===== config.mk =====
export PLATFORM = sky130hd
export DESIGN_NAME = two_class_priority_queue
export DESIGN_NICKNAME = d
export VERILOG_FILES = /design/src/tcpq_pkg.sv /design/src/tcpq_cell.sv /design/src/tcpq_class.sv /design/src/two_class_priority_queue.sv
export SDC_FILE = /design/constraint.sdc
export NUM_CORES = 1
export LEC_CHECK = 0
export ABC_AREA = 0
export BUFFER_PORTS_ARGS = -buffer_cell sky130_fd_sc_hd__buf_2
export CAP_MARGIN = 30
export CORE_AREA = 2 2 355 357
export DETAILED_ROUTE_END_ITERATION = 8
export DIE_AREA = 0 0 357 359
export GPL_ROUTABILITY_DRIVEN = 0
export PLACE_DENSITY = 0.55
export SLEW_MARGIN = 20
export SYNTH_ARGS = -nofsm -noshare
export SYNTH_HDL_FRONTEND = slang
export SYNTH_SLANG_ARGS = --single-unit

===== constraint.sdc =====
create_clock -name clk -period 4.9 [get_ports clk]
set_clock_uncertainty 0.2 [all_clocks]
set_input_delay 0.98 -clock clk [delete_from_list [all_inputs] [get_ports clk]]
set_output_delay 0.98 -clock clk [all_outputs]
set_load 0.01 [all_outputs]

===== src/tcpq_pkg.sv =====
// Shared types and codes for the two-class priority queue.
// No dependencies; imported by every module under src.
package tcpq_pkg;

  localparam logic OP_ENQUEUE = 1'b0;
  localparam logic OP_DEQUEUE = 1'b1;

  localparam logic [1:0] STATUS_OK    = 2'd0;
  localparam logic [1:0] STATUS_EMPTY = 2'd1;
  localparam logic [1:0] STATUS_FULL  = 2'd2;

  // per-class command, shared by every cell of the row
  typedef struct packed {
    logic push;
    logic pop;
  } cell_ctrl_t;

endpackage


===== src/tcpq_cell.sv =====
// One storage cell of a class row: a valid bit and a value.
// Depends on tcpq_pkg (cell_ctrl_t).
module tcpq_cell #(
  parameter int WIDTH = 32
) (
  input  logic                clk,
  input  logic                rst,
  input  tcpq_pkg::cell_ctrl_t ctrl,
  input  logic                prev_valid,
  input  logic                next_valid,
  input  logic [WIDTH-1:0]    next_data,
  input  logic [WIDTH-1:0]    in_data,
  output logic                valid,
  output logic [WIDTH-1:0]    data
);
  import tcpq_pkg::*;

  logic take;

  // the first empty cell behind a full one takes the pushed value
  assign take = ctrl.push && !valid && prev_valid;

  always_ff @(posedge clk) begin
    if (rst) begin
      valid <= 1'b0;
    end else if (ctrl.pop) begin
      valid <= next_valid;
    end else if (take) begin
      valid <= 1'b1;
    end
  end

  always_ff @(posedge clk) begin
    if (ctrl.pop) begin
      data <= next_data;
    end else if (take) begin
      data <= in_data;
    end
  end

endmodule


===== src/tcpq_class.sv =====
// One class FIFO: a row of cells that shifts toward the front on a pop,
// plus the occupancy count. Depends on tcpq_pkg and tcpq_cell.
module tcpq_class #(
  parameter int DEPTH = 16,
  parameter int WIDTH = 32,
  parameter int CW    = 5
) (
  input  logic                 clk,
  input  logic                 rst,
  input  tcpq_pkg::cell_ctrl_t ctrl,
  input  logic [WIDTH-1:0]     in_data,
  output logic [WIDTH-1:0]     front_data,
  output logic [CW-1:0]        count,
  output logic                 full
);
  import tcpq_pkg::*;

  // chain_valid[i+1] is cell i; ends tie to "full" before and "empty" after
  logic [DEPTH+1:0] chain_valid;
  logic [WIDTH-1:0] chain_data [0:DEPTH];

  assign chain_valid[0]       = 1'b1;
  assign chain_valid[DEPTH+1] = 1'b0;
  assign chain_data[DEPTH]    = '0;

  for (genvar i = 0; i < DEPTH; i++) begin : g_cell
    tcpq_cell #(.WIDTH(WIDTH)) u_cell (
      .clk        (clk),
      .rst        (rst),
      .ctrl       (ctrl),
      .prev_valid (chain_valid[i]),
      .next_valid (chain_valid[i+2]),
      .next_data  (chain_data[i+1]),
      .in_data    (in_data),
      .valid      (chain_valid[i+1]),
      .data       (chain_data[i])
    );
  end

  assign front_data = chain_data[0];
  assign full       = chain_valid[DEPTH];

  always_ff @(posedge clk) begin
    if (rst) begin
      count <= '0;
    end else if (ctrl.pop) begin
      count <= count - CW'(1);
    end else if (ctrl.push && !full) begin
      count <= count + CW'(1);
    end
  end

endmodule


===== src/two_class_priority_queue.sv =====
// Two-class priority queue: each class is a row of CLASS_DEPTH cells.
// Throughput: one transaction per cycle while out_ready takes each result; one result per input transaction.
// Latency: the result is valid the cycle after the input is accepted; a new
// input is taken only when no result is held or the held one leaves that cycle.
// Reset (rst, synchronous): both classes empty, no result pending.
module two_class_priority_queue #(
  parameter int CLASS_DEPTH = 16,
  parameter int VALUE_WIDTH = 32
) (
  input  logic        clk,
  input  logic        rst,
  input  logic        in_valid,
  output logic        in_ready,
  input  logic        opcode,
  input  logic [31:0] value,
  input  logic        is_priority,
  output logic        out_valid,
  input  logic        out_ready,
  output logic [31:0] front_value,
  output logic        front_valid,
  output logic        front_is_priority,
  output logic [4:0]  priority_count,
  output logic [4:0]  secondary_count,
  output logic [1:0]  status
);
  import tcpq_pkg::*;

  localparam int CW = $clog2(CLASS_DEPTH + 1);

  logic                   accept;
  logic                   is_enq;
  logic                   is_deq;
  logic [VALUE_WIDTH+31:0] value_ext;
  logic [VALUE_WIDTH-1:0] in_data;
  cell_ctrl_t             p_ctrl;
  cell_ctrl_t             s_ctrl;
  logic [VALUE_WIDTH-1:0] p_front;
  logic [VALUE_WIDTH-1:0] s_front;
  logic [CW-1:0]          p_count;
  logic [CW-1:0]          s_count;
  logic                   p_full;
  logic                   s_full;
  logic                   p_any;
  logic                   s_any;
  logic [VALUE_WIDTH-1:0] front_sel;
  logic [VALUE_WIDTH+31:0] front_ext;
  logic [CW+4:0]          p_count_ext;
  logic [CW+4:0]          s_count_ext;
  logic [1:0]             status_next;

  assign in_ready = !out_valid || out_ready;
  assign accept   = in_valid && in_ready;
  assign is_enq   = accept && (opcode == OP_ENQUEUE);
  assign is_deq   = accept && (opcode == OP_DEQUEUE);

  assign value_ext = {{VALUE_WIDTH{1'b0}}, value};
  assign in_data   = value_ext[VALUE_WIDTH-1:0];

  assign p_any = (p_count != '0);
  assign s_any = (s_count != '0);

  assign p_ctrl.push = is_enq && is_priority;
  assign p_ctrl.pop  = is_deq && p_any;
  assign s_ctrl.push = is_enq && !is_priority;
  assign s_ctrl.pop  = is_deq && !p_any && s_any;

  tcpq_class #(.DEPTH(CLASS_DEPTH), .WIDTH(VALUE_WIDTH), .CW(CW)) u_prio (
    .clk        (clk),
    .rst        (rst),
    .ctrl       (p_ctrl),
    .in_data    (in_data),
    .front_data (p_front),
    .count      (p_count),
    .full       (p_full)
  );

  tcpq_class #(.DEPTH(CLASS_DEPTH), .WIDTH(VALUE_WIDTH), .CW(CW)) u_sec (
    .clk        (clk),
    .rst        (rst),
    .ctrl       (s_ctrl),
    .in_data    (in_data),
    .front_data (s_front),
    .count      (s_count),
    .full       (s_full)
  );

  always_comb begin
    status_next = STATUS_OK;
    if (is_deq && !p_any && !s_any) begin
      status_next = STATUS_EMPTY;
    end else if (is_enq && (is_priority ? p_full : s_full)) begin
      status_next = STATUS_FULL;
    end
  end

  always_ff @(posedge clk) begin
    if (rst) begin
      out_valid <= 1'b0;
    end else if (in_ready) begin
      out_valid <= in_valid;
    end
  end

  always_ff @(posedge clk) begin
    if (accept) begin
      status <= status_next;
    end
  end

  // state only moves on an accepted transaction, so the result fields can
  // be read straight off the class rows while a result is held
  always_comb begin
    front_sel = '0;
    if (p_any) begin
      front_sel = p_front;
    end else if (s_any) begin
      front_sel = s_front;
    end
  end

  assign front_ext         = {32'b0, front_sel};
  assign front_value       = front_ext[31:0];
  assign front_valid       = p_any || s_any;
  assign front_is_priority = p_any;
  assign p_count_ext       = {5'b0, p_count};
  assign s_count_ext       = {5'b0, s_count};
  assign priority_count    = p_count_ext[4:0];
  assign secondary_count   = s_count_ext[4:0];

endmodule


==> results of run 1 <==
==> Yosys cell counts (3+ instances only) <==
| cell type | count | area, um2 |
|---|---|---|
| nor3b_1 | 15 | 113 |
| clkbuf_1 | 61 | 229 |
| buf_2 | 140 | 701 |
| a21oi_1 | 66 | 330 |
| nor3_1 | 25 | 125 |
| and2_2 | 7 | 52.6 |
| buf_6 | 44 | 495 |
| ha_1 | 4 | 50.1 |
| o21ai_0 | 32 | 160 |
| buf_8 | 13 | 195 |
| mux2i_1 | 3 | 30.0 |
| buf_4 | 11 | 82.6 |
| dfxtp_1 | 107 | 2140 |
| xnor2_1 | 5 | 43.8 |
| a22o_1 | 33 | 289 |
| a21o_2 | 160 | 1400 |
| and2_1 | 49 | 307 |
| clkbuf_2 | 3 | 15.0 |
| a211oi_1 | 16 | 120 |
| a21o_1 | 801 | 6010 |
| buf_12 | 13 | 260 |
| inv_1 | 7 | 26.3 |
| and2_4 | 12 | 105 |
| nand4_1 | 3 | 18.8 |
| nor2_1 | 59 | 221 |
| edfxtp_1 | 962 | 28900 |
| nor2b_1 | 3 | 18.8 |
| nand2_1 | 160 | 601 |
==> state kept, by name, indices dropped and copies added, names as in the netlist <==
signal and count:
out_valid 1, status 2, u_prio.count 5, u_prio.g_cell.u_cell.data 512, u_prio.g_cell.u_cell.valid 16, u_sec.count 5, u_sec.g_cell.u_cell.data 512, u_sec.g_cell.u_cell.valid 16
==> through the flow <==
step	util [%]	power (mW)	instance area, um2
6_report	38.5	20.9	47900
5_1_grt	38.5	21.8	47900
4_1_cts	38.5	21.2	47900
3_5_place_dp	35.8	13.5	44600
3_3_place_gp	35.6	13.4	44400
2_1_floorplan	-	12.8	43300
==> power by group <==
part	switching (mW)	total, mW	internal, mW
Sequential	0.224	11.0	10.8
Clock	3.33	7.72	4.38
Combinational	1.41	2.25	0.840
==> cell families after synthesis <==
logic type,Yosys count,synth area share [%]
muxes,5,0.121
xor gates and xnor gates,5,0.101
and+or+nand+nor,348,3.94
buffers and inverters,296,4.66
DFF,1069,71.7
AOI/OAI and AO/OA,1117,19.4
adders and majority gates,5,0.162
==> layer usage <==
layer  up-vias  GRT usage, %  share of wire [%]
met5         -             0               0.21
met4        38          3.35                1.7
met3       132          3.03                5.9
met2       428          20.8                 43
met1     11068          22.5                 49
li1      10536             -                  -
==> worst reg2reg max path: cells and delay by family (launching register included) <==
family                 cells  cell delay (ns)
AOI/OAI and AO/OA          1             0.23
buffers and inverters      3             1.53
DFF                        1             0.34
and+or+nand+nor            3             0.91
==> layout make-up <==
type,count,area (um2)
fillers,11679,76700
flip-flops and latches,1069,31000
multi-input cells,1480,10400
clock buffers,137,2880
well taps,1650,2060
repair buffers,140,1060
clock inverters,49,405
inverters,9,41.3
diodes,3,7.51
==> how the worst max path moves through the flow <==
stage / slack, ns / end / depth (start not counted) / from
2_1_floorplan: -0.04 / u_sec.g_cell[4].u_cell.data[0]$_DFFE_PP_ / 6 / out_ready
3_3_place_gp: 0.92 / u_prio.g_cell[7].u_cell.data[9]$_DFFE_PP_ / 8 / out_ready
3_5_place_dp: 0.83 / u_prio.g_cell[4].u_cell.data[10]$_DFFE_PP_ / 8 / out_ready
4_1_cts: 0.89 / front_value[26] / 7 / u_prio.count[0]$_SDFFE_PP0P_
5_1_grt: 0.74 / front_value[26] / 7 / u_prio.count[0]$_SDFFE_PP0P_
6_report: 0.93 / front_value[26] / 7 / u_prio.count[0]$_SDFFE_PP0P_
==> out/metrics.csv, run 1 <==
metric;value;unit
CP Data Required Time;3.72;ns
Mapped Cells;2845;
critical path endpoint category;output port;
Critical Path Slowest Stage Cell;dfxtp_1;
Setup WS post-layout;0.931;ns
Pins Over Slew Limit;0;
postcts setup bufs;0;
yosys warns;0;
clk buf depth;3;
CTS tree;yes;
clk_lat worst skew;0.66;ns
worst hold margin;0.257;ns
fin cells;4537;
Total Wirelength;93.8;mm
Inserted Clock Buffers;100;
largest net degree at the start of global routing;223;
RSZ-0062 raised after global routing;false;
first-pass GRT wire length;143;mm
share of cells above drive strength 1;18.0;%
Avg Cell Area, Syn;15.2;um2
Netlist cell types;53;
# resized after CTS;0;
worst slew pin tran;1.04;ns
Synth Register Bits;1069;
gr ovfl total;0;
Hold Vio Cnt, Final;0;
crit-path cells;nor3_1 > and2_1 > inv_2 > nor2_2 > buf_4 > a22o_1 > buf_2;
min-delay src;u_sec.g_cell[15].u_cell.data[19]$_SDFFE_PP0P_;
worst min path class;flip-flop to flip-flop;
crit path launch type;flip-flop;
die outline width;357;um
reg2reg path depth;7;
RR Startpoint;out_valid$_SDFFE_PP0N_;
CTS sink count;1069;
pre-CTS setup slack;0.827;ns
DP Wirelength;59.5;mm
PwrDens;437;nW/um2
DR iter-0 viols;2072;
Die H;359;um
Worst Hold Depth;2;
slowest cell delay on critical path;0.40;ns
antenna violations before repair;23;
Post-synth EDFFs;962;
commonest non-fill, non-tap cells in the layout;edfxtp_1, a21o_1, nand2_1, a21o_2, dfxtp_1;
DRT Pass-1 Iters;5;
Reg2Reg Setup Slack;1.56;ns
Root Buffer;clkbuf_16;
Worst slew margin;30.6;%
wire per inst;20.7;um
IO buf count;85;
num ports;86;
Clock transition at path regs;0.06;ns
WP buf/inv;3;
Starting Density;34.8;%
final net count;2843;
post-route ant nets;0;
CP Data Arrival Time;2.79;ns
Final min period;3.97;ns
synth-to-layout area growth;10.7;%
final setup vio count;0;
sequential share of the synthesized area;71.7;%
Rows;130;
Cell Area, Synth;43300;um2
fin crit share;81.0;%
H-tree depth;3;
worst-path maximum fanout;32;
main flop type after synthesis;edfxtp_1;
Total GRT Usage;14.6;%
Fmax achieved;252;MHz
worst ir drop on vdd;0.289;mV
most common cell after layout, fill and taps aside;edfxtp_1;
placed cells;4348;
Pleak;19.8;nW
max cap viols;0;
Core Footprint;125000;um2
FF-to-FF End;u_prio.g_cell[8].u_cell.data[4]$_DFFE_PP_;
hold_buf cts;0;
Vias/cell;4.89;
DRC errors left;0;
kind of critical path;flip-flop to output port;
Crit path max-delay family;simple AND/OR/NAND/NOR gates;
vias post-DR;22202;
Syn Nets;2888;
WHS Endpoint;u_sec.g_cell[15].u_cell.data[19]$_SDFFE_PP0P_;
status;complete, no violations;
number of global-route vias before repair;20820;
Die Area;128000;um2
asr flop ratio synth;0;%
Setup TNS;0;ns
Power figures use the tool's default switching activity.
==> run 2: changes to the inputs <==
ABC_AREA = 1   (was 0)
CORE_AREA = 2 2 350 352   (was 2 2 355 357)
DIE_AREA = 0 0 352 354   (was 0 0 357 359)
clock period = 3.35 ns   (was 4.9 ns; I/O delays follow)
==> run 2 against run 1 <==
  * Die area fell by 2.8%
  * Non-clock buffer count grew 92
  * Sequential power up 47%
  * Synthesized cell count grew 34%
  * Combinational power is 52% higher
  * Register-to-register slack lost 0.81 ns
  * Sequential share of layout area shrank 2.3 points
  * Critical endpoint is now front_value[4]
==> out/metrics.csv, run 2 <==
metric;value;unit
worst-path maximum fanout;33;
Core Footprint;121000;um2
hold_buf cts;0;
DRT Pass-1 Iters;5;
Final min period;3.28;ns
Fmax achieved;305;MHz
Reg2Reg Setup Slack;0.75;ns
commonest non-fill, non-tap cells in the layout;nand2_1, edfxtp_1, nor2_1, clkbuf_16, dfxtp_1;
area leader, netlist;edfxtp_1;
Mapped Cells;3811;
Avg Cell Area, Syn;11.0;um2
crit path launch type;flip-flop;
final net count;3982;
Total GRT Usage;13.5;%
Netlist cell types;33;
Pleak;19.1;nW
top cell type's share of synthesized area;68.7;%
DR iter-0 viols;2043;
IO buf count;85;
status;complete, no violations;
top post-synthesis cells by count;nand2_1, edfxtp_1, buf_2;
CTS tree;yes;
critical path endpoint category;output port;
main flop type after synthesis;edfxtp_1;
vias post-DR;24536;
worst min path class;input port to flip-flop;
largest net degree at the start of global routing;114;
CP Data Arrival Time;2.41;ns
Vias/cell;4.33;
kind of critical path;flip-flop to output port;
RSZ-0062 raised after global routing;false;
final setup vio count;0;
largest family of logic cells by synthesized area;simple AND/OR/NAND/NOR gates;
reg2reg path depth;16;
post-synthesis xor/xnor area fraction;0.0833;%
postcts setup bufs;0;
asr flop ratio synth;0;%
antenna violations before repair;1;
Cell Area, Synth;42000;um2
Top Registers;u_prio.g_cell.u_cell.data (512), u_sec.g_cell.u_cell.data (512);
die outline width;352;um
Total Wirelength;84.2;mm
wire per inst;14.9;um
Hold Vio Cnt, Final;0;
Clock transition at path regs;0.06;ns
Rows;128;
CP Data Required Time;2.48;ns
share of cells above drive strength 1;10.9;%
Synth Register Bits;1069;
num ports;86;
Starting Density;34.8;%
mux contribution to synthesized area;0;%
max cap viols;0;
Root Buffer;clkbuf_16;
FF-to-FF End;u_sec.count[4]$_SDFFE_PP0P_;
clk_lat worst skew;0.68;ns
Setup TNS;0;ns
gr ovfl total;0;
Inserted Clock Buffers;112;
CTS sink count;1069;
Synth Area in Compound Gates;2.23;%
Die H;354;um
DP Wirelength;57.2;mm
top cells by area, synth;edfxtp_1, nand2_1, dfxtp_1;
RR Startpoint;u_prio.count[1]$_SDFFE_PP0P_;
Power Total;32.4;mW
DRC errors left;0;
post-route ant nets;0;
Die Area;125000;um2
Pins Over Slew Limit;0;
most common cell in the netlist;nand2_1;
H-tree depth;3;
yosys warns;0;
Post-synth EDFFs;962;
Syn Nets;3854;
fin crit share;98.0;%
PwrDens;653;nW/um2
Post-Synth Adder-Cell Area;0.167;%
min-delay src;in_valid;
# resized after CTS;0;
# diodes;0;
clk buf depth;3;
Worst slew margin;51.8;%
number of global-route vias before repair;22984;
synth-to-layout area growth;18.1;%
sequential share of the synthesized area;73.8;%
most common cell after layout, fill and taps aside;nand2_1;
worst ir drop on vdd;0.390;mV
Worst Hold Depth;3;
first-pass GRT wire length;134;mm
WHS Endpoint;out_valid$_SDFFE_PP0N_;
worst slew pin tran;0.723;ns
simple-gate area share of the yosys netlist;20.6;%
## run 2: layout make-up
cell class | instances | area [um2]
Fill cell | 11311 | 71300
Clock inverter | 70 | 850
Inverter | 75 | 289
Timing Repair Buffer | 232 | 2600
Clock buffer | 142 | 3010
Sequential cell | 1069 | 31000
Multi-Input combinational cell | 2449 | 9850
Tap cell | 1625 | 2030
## run 2: metal layers
| layer | routed length (um) | global-route usage (%) | vias up |
|---|---|---|---|
| met1 | 43600 | 21.1 | 10995 |
| li1 | - | - | 12826 |
| met3 | 4810 | 2.85 | 153 |
| met4 | 2950 | 5.08 | 2 |
| met5 | 12 | 0 | - |
| met2 | 32900 | 18.2 | 560 |
## run 2: metrics by stage
| step | setup slack, ns | utilization (%) | std cells | cell area (um2) | hold WS [ns] |
|---|---|---|---|---|---|
| floorplan | -0.910 | - | 3811 | 42100 | 0.254 |
| global placement | 0.347 | 37.9 | 5449 | 45800 | 0.262 |
| detailed placement | 0.379 | 37.9 | 5449 | 45800 | 0.271 |
| CTS | 0.0919 | 41.1 | 5661 | 49600 | 0.0415 |
| global route | 0.00935 | 41.1 | 5662 | 49700 | 0.0724 |
| finish | 0.0670 | 41.1 | 5662 | 49700 | 0.0926 |
## run 2: cells by family after synthesis
logic type	count (synthesis)
DFF	1069
AOI/OAI and AO/OA	160
buffers and inverters	293
xor gates and xnor gates	4
adders and majority gates	5
and+or+nand+nor	2280
## run 2: how the worst max path moves through the flow
stage                                 start                                         end  slack (ns)  cells past startpoint
6_report       u_prio.count[1]$_SDFFE_PP0P_                              front_value[4]        0.07                      7
5_1_grt        u_prio.count[1]$_SDFFE_PP0P_                              front_value[8]       0.009                      7
4_1_cts        u_prio.count[1]$_SDFFE_PP0P_                              front_value[3]        0.09                      7
3_5_place_dp                      out_ready                u_prio.count[4]$_SDFFE_PP0P_        0.38                     14
3_3_place_gp                      out_ready                 u_sec.count[4]$_SDFFE_PP0P_        0.35                     19
2_1_floorplan                     out_ready  u_sec.g_cell[14].u_cell.valid$_SDFFE_PP0P_       -0.91                      6
## run 2: worst max-delay path, stage by stage, from the launching register on
cell and delay (ns):
dfxtp_1 0.36, nor2_1 0.16, nand2_1 0.11, nor2_4 0.21, buf_4 0.34, nand3_1 0.24
nand2_1 0.18, buf_2 0.15
## run 2: power by group
group	internal, mW	switching [mW]	total, mW
Clock	7.68	5.09	12.8
Sequential	15.9	0.315	16.2
Combinational	1.10	2.33	3.43
